--- config.mk ---
export PLATFORM = sky130hd
export DESIGN_NAME = slr_expression_parse_engine_top
export DESIGN_NICKNAME = d
export VERILOG_FILES = /design/src/hdl/slr_pkg.sv /design/src/hdl/slr_seq.sv /design/src/hdl/slr_dp.sv /design/src/hdl/slr_expression_parse_engine_top.sv
export SDC_FILE = /design/constraint.sdc
export NUM_CORES = 1
export LEC_CHECK = 0
export BUFFER_PORTS_ARGS = -buffer_cell sky130_fd_sc_hd__buf_2
export CAP_MARGIN = 10
export CORE_AREA = 2 2 185 187
export CTS_CLUSTER_SIZE = 10
export DETAILED_ROUTE_END_ITERATION = 10
export DIE_AREA = 0 0 187 189
export GPL_TIMING_DRIVEN = 0
export PLACE_DENSITY = 0.61
export SLEW_MARGIN = 25
export SYNTH_ARGS = -nofsm -noshare
export SYNTH_HDL_FRONTEND = slang
export SYNTH_SLANG_ARGS = --single-unit
export TNS_END_PERCENT = 50
--- constraint.sdc ---
create_clock -name i_clk -period 10.59 [get_ports i_clk]
set_clock_uncertainty 0.15 [all_clocks]
set_input_delay 2.118 -clock i_clk [delete_from_list [all_inputs] [get_ports i_clk]]
set_output_delay 2.118 -clock i_clk [all_outputs]
set_load 0.02 [all_outputs]
--- src/hdl/slr_pkg.sv ---
// Shared types, codes and parse tables of the SLR expression parse engine.
package slr_pkg;

    // Port widths of the item fields
    localparam int unsigned TOKEN_W = 3;
    localparam int unsigned VALUE_W = 32;
    localparam int unsigned KIND_W  = 3;
    localparam int unsigned PROD_W  = 3;
    localparam int unsigned STATE_W = 4;
    localparam int unsigned DEPTH_W = 6;

    // Parameter defaults
    localparam int unsigned DEF_STACK_DEPTH = 32;
    localparam int unsigned DEF_VALUE_WIDTH = 32;

    // Reductions allowed per token before the token is refused
    localparam int unsigned MAX_RED = 4;

    // Terminal code of a number token
    localparam logic [TOKEN_W-1:0] TOK_NUM = 3'd0;

    // High nibble of an action table entry
    localparam logic [3:0] TK_ERR    = 4'd0;
    localparam logic [3:0] TK_SHIFT  = 4'd1;
    localparam logic [3:0] TK_REDUCE = 4'd2;
    localparam logic [3:0] TK_ACCEPT = 4'd3;

    // Result kinds
    typedef enum logic [KIND_W-1:0] {
        AK_REDUCE   = 3'd0,
        AK_SHIFT    = 3'd1,
        AK_ACCEPT   = 3'd2,
        AK_SYNTAX   = 3'd3,
        AK_OVERFLOW = 3'd4
    } t_akind;

    // Datapath operations selected by the microcode
    typedef enum logic [2:0] {
        UOP_LOAD,
        UOP_DISPATCH,
        UOP_REDUCE,
        UOP_SHIFT,
        UOP_ACCEPT,
        UOP_ERROR
    } t_uop;

    // Class of the action that the current token calls for
    typedef enum logic [1:0] {
        CLS_REDUCE,
        CLS_SHIFT,
        CLS_ACCEPT,
        CLS_ERROR
    } t_cls;

    // Sequencer to datapath
    typedef struct packed {
        logic take;
        logic fire;
        t_uop op;
    } t_ctrl;

    // Datapath to sequencer
    typedef struct packed {
        t_cls cls;
        logic goto_ok;
        logic out_free;
    } t_stat;

    // Action table: state by terminal
    localparam logic [7:0] ACT_TAB [0:15][0:7] = '{
        '{8'h14, 8'h00, 8'h00, 8'h00, 8'h00, 8'h13, 8'h00, 8'h00},
        '{8'h00, 8'h16, 8'h17, 8'h00, 8'h00, 8'h00, 8'h00, 8'h30},
        '{8'h00, 8'h22, 8'h22, 8'h18, 8'h19, 8'h00, 8'h22, 8'h22},
        '{8'h14, 8'h00, 8'h00, 8'h00, 8'h00, 8'h13, 8'h00, 8'h00},
        '{8'h00, 8'h26, 8'h26, 8'h26, 8'h26, 8'h00, 8'h26, 8'h26},
        '{8'h00, 8'h25, 8'h25, 8'h25, 8'h25, 8'h00, 8'h25, 8'h25},
        '{8'h14, 8'h00, 8'h00, 8'h00, 8'h00, 8'h13, 8'h00, 8'h00},
        '{8'h14, 8'h00, 8'h00, 8'h00, 8'h00, 8'h13, 8'h00, 8'h00},
        '{8'h14, 8'h00, 8'h00, 8'h00, 8'h00, 8'h13, 8'h00, 8'h00},
        '{8'h14, 8'h00, 8'h00, 8'h00, 8'h00, 8'h13, 8'h00, 8'h00},
        '{8'h00, 8'h16, 8'h17, 8'h00, 8'h00, 8'h00, 8'h1F, 8'h00},
        '{8'h00, 8'h20, 8'h20, 8'h18, 8'h19, 8'h00, 8'h20, 8'h20},
        '{8'h00, 8'h21, 8'h21, 8'h18, 8'h19, 8'h00, 8'h21, 8'h21},
        '{8'h00, 8'h23, 8'h23, 8'h23, 8'h23, 8'h00, 8'h23, 8'h23},
        '{8'h00, 8'h24, 8'h24, 8'h24, 8'h24, 8'h00, 8'h24, 8'h24},
        '{8'h00, 8'h27, 8'h27, 8'h27, 8'h27, 8'h00, 8'h27, 8'h27}
    };

    // Goto table on E, T, F; last column pads the 2-bit index, zero means no entry
    localparam logic [STATE_W-1:0] GOTO_TAB [0:15][0:3] = '{
        '{4'd1, 4'd2,  4'd5,  4'd0}, '{4'd0, 4'd0,  4'd0,  4'd0},
        '{4'd0, 4'd0,  4'd0,  4'd0}, '{4'd10, 4'd2, 4'd5,  4'd0},
        '{4'd0, 4'd0,  4'd0,  4'd0}, '{4'd0, 4'd0,  4'd0,  4'd0},
        '{4'd0, 4'd11, 4'd5,  4'd0}, '{4'd0, 4'd12, 4'd5,  4'd0},
        '{4'd0, 4'd0,  4'd13, 4'd0}, '{4'd0, 4'd0,  4'd14, 4'd0},
        '{4'd0, 4'd0,  4'd0,  4'd0}, '{4'd0, 4'd0,  4'd0,  4'd0},
        '{4'd0, 4'd0,  4'd0,  4'd0}, '{4'd0, 4'd0,  4'd0,  4'd0},
        '{4'd0, 4'd0,  4'd0,  4'd0}, '{4'd0, 4'd0,  4'd0,  4'd0}
    };

    // Left-hand nonterminal and right-hand length of each rule
    localparam logic [1:0] RULE_LHS [0:7] = '{2'd0, 2'd0, 2'd0, 2'd1, 2'd1, 2'd1, 2'd2, 2'd2};
    localparam logic [1:0] RULE_LEN [0:7] = '{2'd3, 2'd3, 2'd1, 2'd3, 2'd3, 2'd1, 2'd1, 2'd3};

endpackage

--- src/hdl/slr_seq.sv ---
// Microcode sequencer: program counter, control store and jump logic.
module slr_seq (
    input  logic           i_clk,
    input  logic           i_rst_n,
    input  logic           i_in_valid,
    input  slr_pkg::t_stat i_stat,
    output slr_pkg::t_ctrl o_ctrl
);

    // Jump conditions
    typedef enum logic [1:0] {
        JC_WAIT,
        JC_CLASS,
        JC_GOTO,
        JC_JUMP
    } t_jc;

    // Control word
    typedef struct packed {
        logic          take;
        logic          emit;
        slr_pkg::t_uop op;
        t_jc           jc;
        logic [2:0]    target;
    } t_uword;

    localparam logic [2:0] PC_FETCH  = 3'd0;
    localparam logic [2:0] PC_DISP   = 3'd1;
    localparam logic [2:0] PC_REDUCE = 3'd2;
    localparam logic [2:0] PC_SHIFT  = 3'd3;
    localparam logic [2:0] PC_ACCEPT = 3'd4;
    localparam logic [2:0] PC_ERROR  = 3'd5;

    // Control store
    function automatic t_uword ucode(input logic [2:0] pc);
        t_uword w;
        case (pc)
            PC_FETCH:  w = '{1'b1, 1'b0, slr_pkg::UOP_LOAD,     JC_WAIT,  PC_DISP};
            PC_DISP:   w = '{1'b0, 1'b0, slr_pkg::UOP_DISPATCH, JC_CLASS, PC_FETCH};
            PC_REDUCE: w = '{1'b0, 1'b1, slr_pkg::UOP_REDUCE,   JC_GOTO,  PC_DISP};
            PC_SHIFT:  w = '{1'b0, 1'b1, slr_pkg::UOP_SHIFT,    JC_JUMP,  PC_FETCH};
            PC_ACCEPT: w = '{1'b0, 1'b1, slr_pkg::UOP_ACCEPT,   JC_JUMP,  PC_FETCH};
            PC_ERROR:  w = '{1'b0, 1'b1, slr_pkg::UOP_ERROR,    JC_JUMP,  PC_FETCH};
            default:   w = '{1'b1, 1'b0, slr_pkg::UOP_LOAD,     JC_WAIT,  PC_DISP};
        endcase
        return w;
    endfunction

    logic [2:0] r_pc;
    logic [2:0] n_pc;
    t_uword     w;
    logic       fire;

    // Step enable: emitting steps wait for the output register, fetch waits for an item
    always_comb begin
        w    = ucode(r_pc);
        fire = !(w.emit && !i_stat.out_free) && (!w.take || i_in_valid);
        n_pc = r_pc;
        if (fire) begin
            case (w.jc)
                JC_WAIT:  n_pc = w.target;
                JC_CLASS: begin
                    case (i_stat.cls)
                        slr_pkg::CLS_REDUCE: n_pc = PC_REDUCE;
                        slr_pkg::CLS_SHIFT:  n_pc = PC_SHIFT;
                        slr_pkg::CLS_ACCEPT: n_pc = PC_ACCEPT;
                        default:             n_pc = PC_ERROR;
                    endcase
                end
                JC_GOTO:  n_pc = i_stat.goto_ok ? w.target : PC_FETCH;
                JC_JUMP:  n_pc = w.target;
                default:  n_pc = PC_FETCH;
            endcase
        end
        o_ctrl.take = w.take;
        o_ctrl.fire = fire;
        o_ctrl.op   = w.op;
    end

    always_ff @(posedge i_clk) begin
        if (!i_rst_n) begin
            r_pc <= PC_FETCH;
        end else begin
            r_pc <= n_pc;
        end
    end

endmodule

--- src/hdl/slr_dp.sv ---
// Parser datapath: token registers, state stack memory, table lookups and result register.
module slr_dp #(
    parameter int unsigned STACK_DEPTH = slr_pkg::DEF_STACK_DEPTH,
    parameter int unsigned VALUE_WIDTH = slr_pkg::DEF_VALUE_WIDTH
) (
    input  logic                          i_clk,
    input  logic                          i_rst_n,
    input  slr_pkg::t_ctrl                i_ctrl,
    input  logic [slr_pkg::TOKEN_W-1:0]   i_token_kind,
    input  logic [slr_pkg::VALUE_W-1:0]   i_token_value,
    input  logic                          i_out_stall,
    output slr_pkg::t_stat                o_stat,
    output logic                          o_out_valid,
    output logic [slr_pkg::KIND_W-1:0]    o_action_kind,
    output logic [slr_pkg::PROD_W-1:0]    o_production,
    output logic [slr_pkg::STATE_W-1:0]   o_new_state,
    output logic [slr_pkg::VALUE_W-1:0]   o_shifted_value,
    output logic [slr_pkg::DEPTH_W-1:0]   o_depth_after,
    output logic                          o_run_last
);

    localparam int unsigned SPW = $clog2(STACK_DEPTH + 1);
    localparam int unsigned AW  = $clog2(STACK_DEPTH);
    localparam int unsigned OW  = slr_pkg::VALUE_W;
    localparam int unsigned VW  = (VALUE_WIDTH < OW) ? VALUE_WIDTH : OW;
    localparam int unsigned SW  = slr_pkg::STATE_W;
    localparam int unsigned DW  = slr_pkg::DEPTH_W;

    // State stack; entry 0 is never written and reads as state 0
    logic [SW-1:0] mem [0:STACK_DEPTH-1];
    logic [SW-1:0] r_rd;
    logic          r_rd_zero;
    logic          n_rd_zero;

    logic [SW-1:0]                 r_top, n_top;
    logic [SPW-1:0]                r_sp, n_sp;
    logic [slr_pkg::TOKEN_W-1:0]   r_tok, n_tok;
    logic [VW-1:0]                 r_val, n_val;
    logic [2:0]                    r_rcnt, n_rcnt;
    logic [slr_pkg::PROD_W-1:0]    r_prod, n_prod;
    logic [1:0]                    r_lhs, n_lhs;
    logic [SW-1:0]                 r_num, n_num;
    logic [SPW-1:0]                r_idx, n_idx;

    // Result register
    logic                          r_ov, n_ov;
    slr_pkg::t_akind               r_kind, e_kind;
    logic [slr_pkg::PROD_W-1:0]    r_oprod, e_prod;
    logic [SW-1:0]                 r_ostate, e_state;
    logic [OW-1:0]                 r_oval, e_val;
    logic [DW-1:0]                 r_odepth, e_depth;
    logic                          r_olast, e_last;
    logic                          load;

    logic [7:0]     act;
    logic [3:0]     akind;
    logic [3:0]     anum;
    logic [1:0]     rlen;
    logic [SPW-1:0] idx_new;
    logic [SW-1:0]  below;
    logic [SW-1:0]  goto_st;
    logic           we;
    logic [AW-1:0]  waddr;
    logic [SW-1:0]  wdata;
    logic           re;
    logic [AW-1:0]  raddr;

    // Action decode for the top state and current token
    always_comb begin
        act     = slr_pkg::ACT_TAB[r_top][r_tok];
        akind   = act[7:4];
        anum    = act[3:0];
        rlen    = slr_pkg::RULE_LEN[anum[2:0]];
        idx_new = r_sp - SPW'(rlen);
        if (akind == slr_pkg::TK_REDUCE && r_rcnt < 3'(slr_pkg::MAX_RED)) begin
            o_stat.cls = (r_sp <= SPW'(rlen)) ? slr_pkg::CLS_ERROR : slr_pkg::CLS_REDUCE;
        end else if (akind == slr_pkg::TK_SHIFT) begin
            o_stat.cls = slr_pkg::CLS_SHIFT;
        end else if (akind == slr_pkg::TK_ACCEPT) begin
            o_stat.cls = slr_pkg::CLS_ACCEPT;
        end else begin
            o_stat.cls = slr_pkg::CLS_ERROR;
        end
        below          = r_rd_zero ? '0 : r_rd;
        goto_st        = slr_pkg::GOTO_TAB[below][r_lhs];
        o_stat.goto_ok = (goto_st != '0);
        o_stat.out_free = !r_ov || !i_out_stall;
    end

    // Step operations
    always_comb begin
        n_top     = r_top;
        n_sp      = r_sp;
        n_tok     = r_tok;
        n_val     = r_val;
        n_rcnt    = r_rcnt;
        n_prod    = r_prod;
        n_lhs     = r_lhs;
        n_num     = r_num;
        n_idx     = r_idx;
        n_rd_zero = r_rd_zero;
        we        = 1'b0;
        waddr     = AW'(r_idx);
        wdata     = goto_st;
        re        = 1'b0;
        raddr     = AW'(idx_new - SPW'(1));
        load      = 1'b0;
        e_kind    = slr_pkg::AK_SYNTAX;
        e_prod    = '0;
        e_state   = '0;
        e_val     = '0;
        e_depth   = DW'(1);
        e_last    = 1'b1;
        if (i_ctrl.fire) begin
            case (i_ctrl.op)
                slr_pkg::UOP_LOAD: begin
                    n_tok  = i_token_kind;
                    n_val  = i_token_value[VW-1:0];
                    n_rcnt = '0;
                end
                slr_pkg::UOP_DISPATCH: begin
                    n_prod    = anum[2:0];
                    n_lhs     = slr_pkg::RULE_LHS[anum[2:0]];
                    n_num     = anum;
                    n_idx     = idx_new;
                    n_rd_zero = (idx_new == SPW'(1));
                    re        = 1'b1;
                end
                slr_pkg::UOP_REDUCE: begin
                    load = 1'b1;
                    if (o_stat.goto_ok) begin
                        we      = 1'b1;
                        n_top   = goto_st;
                        n_sp    = r_idx + SPW'(1);
                        n_rcnt  = r_rcnt + 3'd1;
                        e_kind  = slr_pkg::AK_REDUCE;
                        e_prod  = r_prod;
                        e_state = goto_st;
                        e_depth = DW'(r_idx + SPW'(1));
                        e_last  = 1'b0;
                    end else begin
                        n_top = '0;
                        n_sp  = SPW'(1);
                    end
                end
                slr_pkg::UOP_SHIFT: begin
                    load = 1'b1;
                    if (r_sp == SPW'(STACK_DEPTH)) begin
                        // stack full: overflow and start over
                        n_top  = '0;
                        n_sp   = SPW'(1);
                        e_kind = slr_pkg::AK_OVERFLOW;
                    end else begin
                        we      = 1'b1;
                        waddr   = AW'(r_sp);
                        wdata   = r_num;
                        n_top   = r_num;
                        n_sp    = r_sp + SPW'(1);
                        e_kind  = slr_pkg::AK_SHIFT;
                        e_state = r_num;
                        e_val   = (r_tok == slr_pkg::TOK_NUM) ? OW'(r_val) : '0;
                        e_depth = DW'(r_sp + SPW'(1));
                    end
                end
                slr_pkg::UOP_ACCEPT: begin
                    load   = 1'b1;
                    n_top  = '0;
                    n_sp   = SPW'(1);
                    e_kind = slr_pkg::AK_ACCEPT;
                end
                slr_pkg::UOP_ERROR: begin
                    load  = 1'b1;
                    n_top = '0;
                    n_sp  = SPW'(1);
                end
                default: ;
            endcase
        end
        n_ov = load || (r_ov && i_out_stall);
    end

    // Stack memory, registered read
    always_ff @(posedge i_clk) begin
        if (we) begin
            mem[waddr] <= wdata;
        end
        if (re) begin
            r_rd <= mem[raddr];
        end
    end

    // Control registers
    always_ff @(posedge i_clk) begin
        if (!i_rst_n) begin
            r_top  <= '0;
            r_sp   <= SPW'(1);
            r_rcnt <= '0;
            r_ov   <= 1'b0;
        end else begin
            r_top  <= n_top;
            r_sp   <= n_sp;
            r_rcnt <= n_rcnt;
            r_ov   <= n_ov;
        end
    end

    // Payload registers
    always_ff @(posedge i_clk) begin
        r_tok     <= n_tok;
        r_val     <= n_val;
        r_prod    <= n_prod;
        r_lhs     <= n_lhs;
        r_num     <= n_num;
        r_idx     <= n_idx;
        r_rd_zero <= n_rd_zero;
        if (load) begin
            r_kind   <= e_kind;
            r_oprod  <= e_prod;
            r_ostate <= e_state;
            r_oval   <= e_val;
            r_odepth <= e_depth;
            r_olast  <= e_last;
        end
    end

    assign o_out_valid     = r_ov;
    assign o_action_kind   = r_kind;
    assign o_production    = r_oprod;
    assign o_new_state     = r_ostate;
    assign o_shifted_value = r_oval;
    assign o_depth_after   = r_odepth;
    assign o_run_last      = r_olast;

endmodule

--- src/hdl/slr_expression_parse_engine_top.sv ---
// Top level of the SLR shift-reduce expression parse engine.
//
// Input channel: one token per item (i_token_kind, i_token_value), taken at a
// clock edge where i_in_valid is high and o_in_stall is low. Output channel:
// one parse action per item (reduce, shift, accept, syntax error, overflow),
// presented while o_out_valid is high and taken when i_out_stall is low.
// Each token yields its reductions in order (0 to 3 from the table), then one
// shift, accept or error item; o_run_last marks the final item of the token.
// The microcode steps one control word a cycle while no step is held, and
// each reduction spends two steps for the registered read of the state below
// the popped rule. A taken token passes the dispatch step before its first
// result is registered. A stalled output holds the emitting step; the next
// token waits in fetch. Reset (i_rst_n low at a clock edge) leaves one stack
// entry holding state 0, the sequencer in fetch and no result pending; the
// stack memory is not swept.
module slr_expression_parse_engine_top #(
    parameter int unsigned STACK_DEPTH = slr_pkg::DEF_STACK_DEPTH,
    parameter int unsigned VALUE_WIDTH = slr_pkg::DEF_VALUE_WIDTH
) (
    input  logic                          i_clk,
    input  logic                          i_rst_n,
    input  logic                          i_in_valid,
    output logic                          o_in_stall,
    input  logic [slr_pkg::TOKEN_W-1:0]   i_token_kind,
    input  logic [slr_pkg::VALUE_W-1:0]   i_token_value,
    output logic                          o_out_valid,
    input  logic                          i_out_stall,
    output logic [slr_pkg::KIND_W-1:0]    o_action_kind,
    output logic [slr_pkg::PROD_W-1:0]    o_production,
    output logic [slr_pkg::STATE_W-1:0]   o_new_state,
    output logic [slr_pkg::VALUE_W-1:0]   o_shifted_value,
    output logic [slr_pkg::DEPTH_W-1:0]   o_depth_after,
    output logic                          o_run_last
);

    slr_pkg::t_ctrl ctrl;
    slr_pkg::t_stat stat;

    // Sequencer
    slr_seq u_seq (
        .i_clk      (i_clk),
        .i_rst_n    (i_rst_n),
        .i_in_valid (i_in_valid),
        .i_stat     (stat),
        .o_ctrl     (ctrl)
    );

    // Datapath
    slr_dp #(
        .STACK_DEPTH (STACK_DEPTH),
        .VALUE_WIDTH (VALUE_WIDTH)
    ) u_dp (
        .i_clk           (i_clk),
        .i_rst_n         (i_rst_n),
        .i_ctrl          (ctrl),
        .i_token_kind    (i_token_kind),
        .i_token_value   (i_token_value),
        .i_out_stall     (i_out_stall),
        .o_stat          (stat),
        .o_out_valid     (o_out_valid),
        .o_action_kind   (o_action_kind),
        .o_production    (o_production),
        .o_new_state     (o_new_state),
        .o_shifted_value (o_shifted_value),
        .o_depth_after   (o_depth_after),
        .o_run_last      (o_run_last)
    );

    // Tokens are taken only in the fetch step
    assign o_in_stall = !ctrl.take;

endmodule

==> results of run 1 <==
-- cell usage in the layout, fill, tap and decap left out, types with 4 or more instances in the layout --
cell and instances:
nor3_1 21, a32oi_1 5, nor4_2 9, buf_1 7, xnor2_1 10, nand2b_1 16, and2_1 36, dfxtp_1 17
a211oi_1 17, o22ai_1 4, buf_4 13, o21ai_0 17, nand2_1 33, nor4b_2 13, xor2_1 6, mux2i_1 15
buf_16 5, mux4_2 33, a21oi_1 37, ha_1 24, nand3_1 20, nor2b_1 16, clkbuf_1 28, inv_1 28
buf_2 110, o211ai_1 4, clkbuf_16 30, nor4b_1 4, nor4_1 17, edfxtp_1 229, nor2_1 32, mux2_2 8
-- per-stage QoR --
step	worst slack [ns]	cell area (sq um)	util [%]
finish	4.03	13600	40.9
global placement	3.30	12500	37.7
CTS	4.01	13600	40.9
global route	3.63	13600	40.9
detailed placement	4.06	12800	38.4
floorplan	4.76	11500	-
-- logic make-up after synthesis --
logic type,count (synthesis),synth area share (%)
AND/OR/NAND/NOR,250,13.7
flip-flops,246,62.5
AO/OA/AOI/OAI,127,7.66
buffers and inverters,81,3.17
multiplexers,57,8.62
adder cells (fa/ha/maj),26,2.86
XOR/XNOR,18,1.50
-- layout make-up --
cell class | count | area, sq um | share of cell area (%)
Buffer | 52 | 256 | 1.88
Clock buffer | 42 | 806 | 5.91
Clock inverter | 3 | 18.8 | 0.138
Inverter | 29 | 109 | 0.799
Multi-Input combinational cell | 478 | 4030 | 29.6
Sequential cell | 246 | 7220 | 53.0
Tap cell | 448 | 561 | 4.11
Timing Repair Buffer | 101 | 631 | 4.63
-- path summary, 6_finish.rpt --
| kind | start | endpoint | slack [ns] | cells after the start |
|---|---|---|---|---|
| setup / recovery | u_dp.r_top[1] | u_dp.r_rd[3] | 4.03 | 17 |
| setup reg to reg | u_dp.r_top[1] | u_dp.r_rd[3] | 4.03 | 17 |
| hold reg to reg | u_dp.r_rcnt[1] | u_dp.r_rcnt[1] | 0.32 | 2 |
| hold / removal | u_dp.r_rcnt[1] | u_dp.r_rcnt[1] | 0.32 | 2 |
-- sequential cells by signal, indices dropped and copies added, names as in the netlist, 2 cells and up --
name	cells
u_dp.mem	128
u_dp.o_shifted_value	32
u_dp.r_val	32
u_dp.o_depth_after	6
u_dp.r_idx	6
u_dp.r_sp	6
u_dp.o_new_state	4
u_dp.r_rd	4
u_dp.r_top	4
u_dp.o_action_kind	3
u_dp.o_production	3
u_dp.r_rcnt	3
u_dp.r_tok	3
u_seq.r_pc	3
u_dp.r_lhs	2
u_dp.r_num	2
u_dp.r_prod	2
-- metal layers --
layer | global-route usage (%) | wire (um)
met5 | 0 | 0
met1 | 19.9 | 11600
met4 | 3.82 | 500
met2 | 24.1 | 12500
met3 | 2.30 | 1280
-- critical path: cells and delay by family (launching register included) --
kind	cells	cell delay (ns)
adders and majority gates	3	1.21
buffers and inverters	5	1.70
DFF	1	0.48
AOI/OAI and AO/OA	3	0.85
and+or+nand+nor	2	0.15
muxes	4	1.71
==> flow_summary_export.csv, run 1 <==
group,metric,value,unit
grt,grt_max_degree,33,
clock_tree,clock-root-buffer,"clkbuf_16",
synthesis,synth_area_leaders,"edfxtp_1, mux4_2, dfxtp_1, ha_1, and2_1",
timing,clock.fmax,152,MHz
drt,route.detailed.drc,0,
synthesis,synth_top_area_share,59.6,%
synthesis,syn-num-nets,869,
clock_tree,htree_levels,1,
cells_and_area,nFillCells,3119,
clock_tree,clk_pin_slew,0.06,ns
cells_and_area,stdcell_count,1399,
synthesis,synth_flop_cell,"edfxtp_1",
drt,drt-total-wl,25.9,mm
synthesis,synth-async-reset-ratio,0,%
clock_tree,numClockSinks,246,
synthesis,ys_ff_latch,246,
timing,finalMaxSlewViolations,0,
grt,grt.overflow.total,0,
clock_tree,numCtsBuffers,29,
synthesis,yosys_warnings,0,
critical_path,path_max_fanout,10,
grt,grt_pass1_wl,40.8,mm
critical_path,slowest_delay,0.72,ns
placement,gp_congestion,0.882,
synthesis,synth_common_cells,"edfxtp_1, a21oi_1, and2_1",
cells_and_area,drive_above_1_share,26.3,%
timing,finalHoldWorstSlack,0.324,ns
clock_tree,holdBufCountCts,0,
min_path,hold_path.class,"flop to flop",
placement,port_buffers,89,
synthesis,yosysTopAreaCell,"edfxtp_1",
timing,rsz0062_at_grt,"no",
synthesis,syn_area,11500,sq um
clock_tree,post-cts-setup-buffer-count,0,
synthesis,synth-edff-count,229,
status,status,"finished clean",
drt,drt_pre_antenna_iters,6,
drt,first_iter_violations,652,
floorplan,die_w,187,um
critical_path,end_kind,"flop",
synthesis,syn_avg_cell_area,14.3,sq um
synthesis,syn-instance-count,805,
critical_path,start_kind,"flop",
placement,dp_hpwl,18.5,mm
flow_run,maxCapViolations,0,
critical_path,crit_path_cell_trace,"clkbuf_1 > inv_1 > ha_1 > mux4_2 > nor2_1 > nor3_1 > o32ai_1 > inv_1 > ha_1 > mux2_2 > fa_1 > buf_2 > buf_1 > mux4_2 > a211oi_1 > a21oi_1 > mux2_2",
drt,viasPerCell,5.14,
timing,relSlewSlack,33.0,%
critical_path,critPathKind,"flop to flop",
floorplan,start_util,34.7,%
timing,setup_tns,0,ns
synthesis,yosysUniqueCellTypes,84,
critical_path,cp.required,10.71,ns
floorplan,num_rows,67,
clock_tree,clk_latency,0.55,ns
clock_tree,cts_resized,0,
timing,fin_crit_sh,62.0,%
drt,wl_per_cell,18.5,um
synthesis,synth_seq_area_share,62.5,%
cells_and_area,syn_to_final_growth,18.1,%
floorplan,dieHeight,189,um
timing,finalHoldViolCount,0,
drt,num_vias,7196,
critical_path,arrival,6.68,ns
placement,dp_cells,1354,
clock_tree,cts_tree,"yes",
grt,grt_antenna_before_repair,0,
floorplan,io_pins,90,
grt,grt_use_total,14.5,%
cells_and_area,fin_nets,1001,
synthesis,yosysMostFrequentCell,"edfxtp_1",
drt,ant_nets,0,
cells_and_area,diodes,0,
timing,worst_pin_slew,0.996,ns
floorplan,coreArea,33300,sq um
critical_path,cpMaxStageDelayCell,"buf_1",
clock_tree,clockBufferDepth,3,
floorplan,die_area,35300,sq um
timing,layout_min_cycle_time,6.56,ns
grt,grt_pass1_vias,7228,
timing,finalSetupViolations,0,
Power of run 1 is not shown: default switching activity piles up to over one toggle a cycle in this logic, so the estimate is an artifact.
==> run 2: changes to the inputs <==
==> constraint.sdc (replaced) <==
create_clock -name i_clk -period 6.7 [get_ports i_clk]
set_clock_uncertainty 0.15 [all_clocks]
set_input_delay 1.34 -clock i_clk [delete_from_list [all_inputs] [get_ports i_clk]]
set_output_delay 1.34 -clock i_clk [all_outputs]
set_load 0.02 [all_outputs]
==> run 2 against run 1 <==
Die area unchanged. Count of clock-buffer cells in the layout unchanged. Cell count unchanged. Fmax up 3.2%. Sequential share of layout area about the same. Sequential cell count unchanged. Highest routed layer unchanged. Non-clock buffer count unchanged. Utilization about the same. Worst hold slack about the same.
==> flow_summary_export.csv, run 2 (synthesis results as in run 1) <==
group,metric,value,unit
grt,grt_max_degree,33,
timing,fin_crit_sh,94.9,%
grt,grt.overflow.total,0,
drt,viasPerCell,5.13,
timing,relSlewSlack,33.2,%
critical_path,cpMaxStageDelayCell,"clkdlybuf4s15_1",
drt,wl_per_cell,18.5,um
critical_path,start_kind,"flop",
timing,finalMaxSlewViolations,0,
min_path,min_path_cells,2,
cells_and_area,layout_common_cells,"edfxtp_1, buf_2, a21oi_1",
critical_path,rr_worst_depth,17,
critical_path,r2r_setup_slack,0.34,ns
clock_tree,clk_latency,0.55,ns
critical_path,critPathKind,"flop to flop",
floorplan,dieHeight,189,um
timing,finalHoldViolCount,0,
floorplan,die_area,35300,sq um
critical_path,slowest_delay,0.72,ns
timing,rsz0062_at_grt,"no",
timing,finalSetupViolations,0,
clock_tree,holdBufCountCts,0,
cells_and_area,final_common_cell,"edfxtp_1",
critical_path,crit_family,"multiplexers",
critical_path,rr_startpoint,"u_dp.r_top[1]",
clock_tree,clockBufferDepth,3,
cells_and_area,regMostFlops,"u_dp.mem",
timing,layout_min_cycle_time,6.36,ns
placement,gp_congestion,0.882,
drt,route.detailed.drc,0,
drt,first_iter_violations,651,
grt,grt_pass1_vias,7228,
drt,num_vias,7174,
drt,drt-total-wl,25.9,mm
cells_and_area,nFillCells,3117,
critical_path,crit_buf_inv,5,
clock_tree,htree_levels,1,
placement,dp_hpwl,18.5,mm
timing,setup_tns,0,ns
drt,ant_nets,0,
critical_path,path_max_fanout,10,
grt,grt_pass1_wl,40.8,mm
clock_tree,cts_tree,"yes",
min_path,hold_start,"u_dp.r_rcnt[1]",
critical_path,cp.required,6.82,ns
critical_path,arrival,6.48,ns
cells_and_area,fin_nets,1001,
cells_and_area,syn_to_final_growth,18.1,%
min_path,min_to,"u_dp.r_rcnt[1]",
flow_run,maxCapViolations,0,
timing,worst_pin_slew,0.993,ns
clock_tree,post-cts-setup-buffer-count,0,
clock_tree,clock-root-buffer,"clkbuf_16",
floorplan,die_w,187,um
critical_path,end_kind,"flop",
timing,clock.fmax,157,MHz
floorplan,num_rows,67,
cells_and_area,largest_reg_flops,128,
critical_path,r2r-end,"u_dp.r_rd[3]",
floorplan,coreArea,33300,sq um
min_path,hold_path.class,"flop to flop",
status,status,"finished clean",
grt,grt_antenna_before_repair,0,
cells_and_area,drive_above_1_share,26.4,%
grt,grt_use_total,14.5,%
placement,port_buffers,89,
drt,drt_pre_antenna_iters,6,
clock_tree,numCtsBuffers,29,
critical_path,crit_path_cell_trace,"clkbuf_2 > inv_1 > ha_1 > mux4_2 > nor2_1 > nor3_1 > o32ai_1 > inv_1 > ha_1 > mux2_2 > fa_1 > buf_2 > clkdlybuf4s15_1 > mux4_2 > a211oi_1 > a21oi_1 > mux2_2",
clock_tree,numClockSinks,246,
clock_tree,cts_resized,0,
clock_tree,clk_pin_slew,0.06,ns
cells_and_area,diodes,0,
floorplan,start_util,34.7,%
floorplan,io_pins,90,
-- run 2: metal layers --
metal / global-route usage [%] / routed length, um / share of wire (%)
met1: 19.9 / 11500 / 45
met2: 24.1 / 12500 / 48
met3: 2.30 / 1320 / 5.1
met4: 3.82 / 502 / 1.9
met5: 0 / 0 / 0
-- run 2: worst max-delay path by stage --
| stage | depth (start not counted) | end | slack [ns] | startpoint |
|---|---|---|---|---|
| after floorplan | 16 | u_dp.r_rd[0] | 1.29 | u_dp.r_top[1] |
| after global placement | 17 | u_dp.r_rd[3] | 0.18 | u_dp.r_top[1] |
| after detailed placement | 16 | u_dp.r_rd[3] | 0.17 | u_dp.r_top[1] |
| after CTS | 16 | u_dp.r_rd[3] | 0.12 | u_dp.r_top[1] |
| after global routing | 17 | u_dp.r_rd[3] | 0.006 | u_dp.r_top[1] |
| final | 17 | u_dp.r_rd[3] | 0.34 | u_dp.r_top[1] |
-- run 2: worst reg2reg max path, cell delays in order (launching register included) --
cell             delay (ns)
dfxtp_1                0.47
clkbuf_2               0.29
inv_1                  0.13
ha_1                   0.34
mux4_2                 0.49
nor2_1                 0.11
nor3_1                 0.05
o32ai_1                0.38
inv_1                  0.14
ha_1                   0.28
mux2_2                 0.30
fa_1                   0.56
buf_2                  0.25
clkdlybuf4s15_1        0.72
mux4_2                 0.61
a211oi_1               0.38
a21oi_1                0.10
mux2_2                 0.30
-- run 2: through the flow --
stage | cell area, sq um | setup slack, ns | instances | utilization [%] | hold slack [ns]
4_1_cts | 13600 | 0.117 | 1399 | 40.9 | 0.328
6_report | 13600 | 0.342 | 1399 | 41.0 | 0.324
3_3_place_gp | 12500 | 0.178 | 1342 | 37.7 | 0.314
2_1_floorplan | 11500 | 1.29 | 805 | - | 0.300
3_5_place_dp | 12800 | 0.173 | 1354 | 38.4 | 0.320
5_1_grt | 13600 | 0.00584 | 1399 | 41.0 | 0.352
-- run 2: final cells by class --
type | count | area (sq um) | area share [%]
well taps | 448 | 561 | 4.11
inverters | 29 | 109 | 0.798
repair buffers | 101 | 631 | 4.62
plain buffers | 52 | 267 | 1.95
multi-input cells | 478 | 4030 | 29.5
flip-flops and latches | 246 | 7220 | 52.9
clock inverters | 3 | 18.8 | 0.138
clock buffers | 42 | 806 | 5.91
Power of run 2 is left out for the same reason.
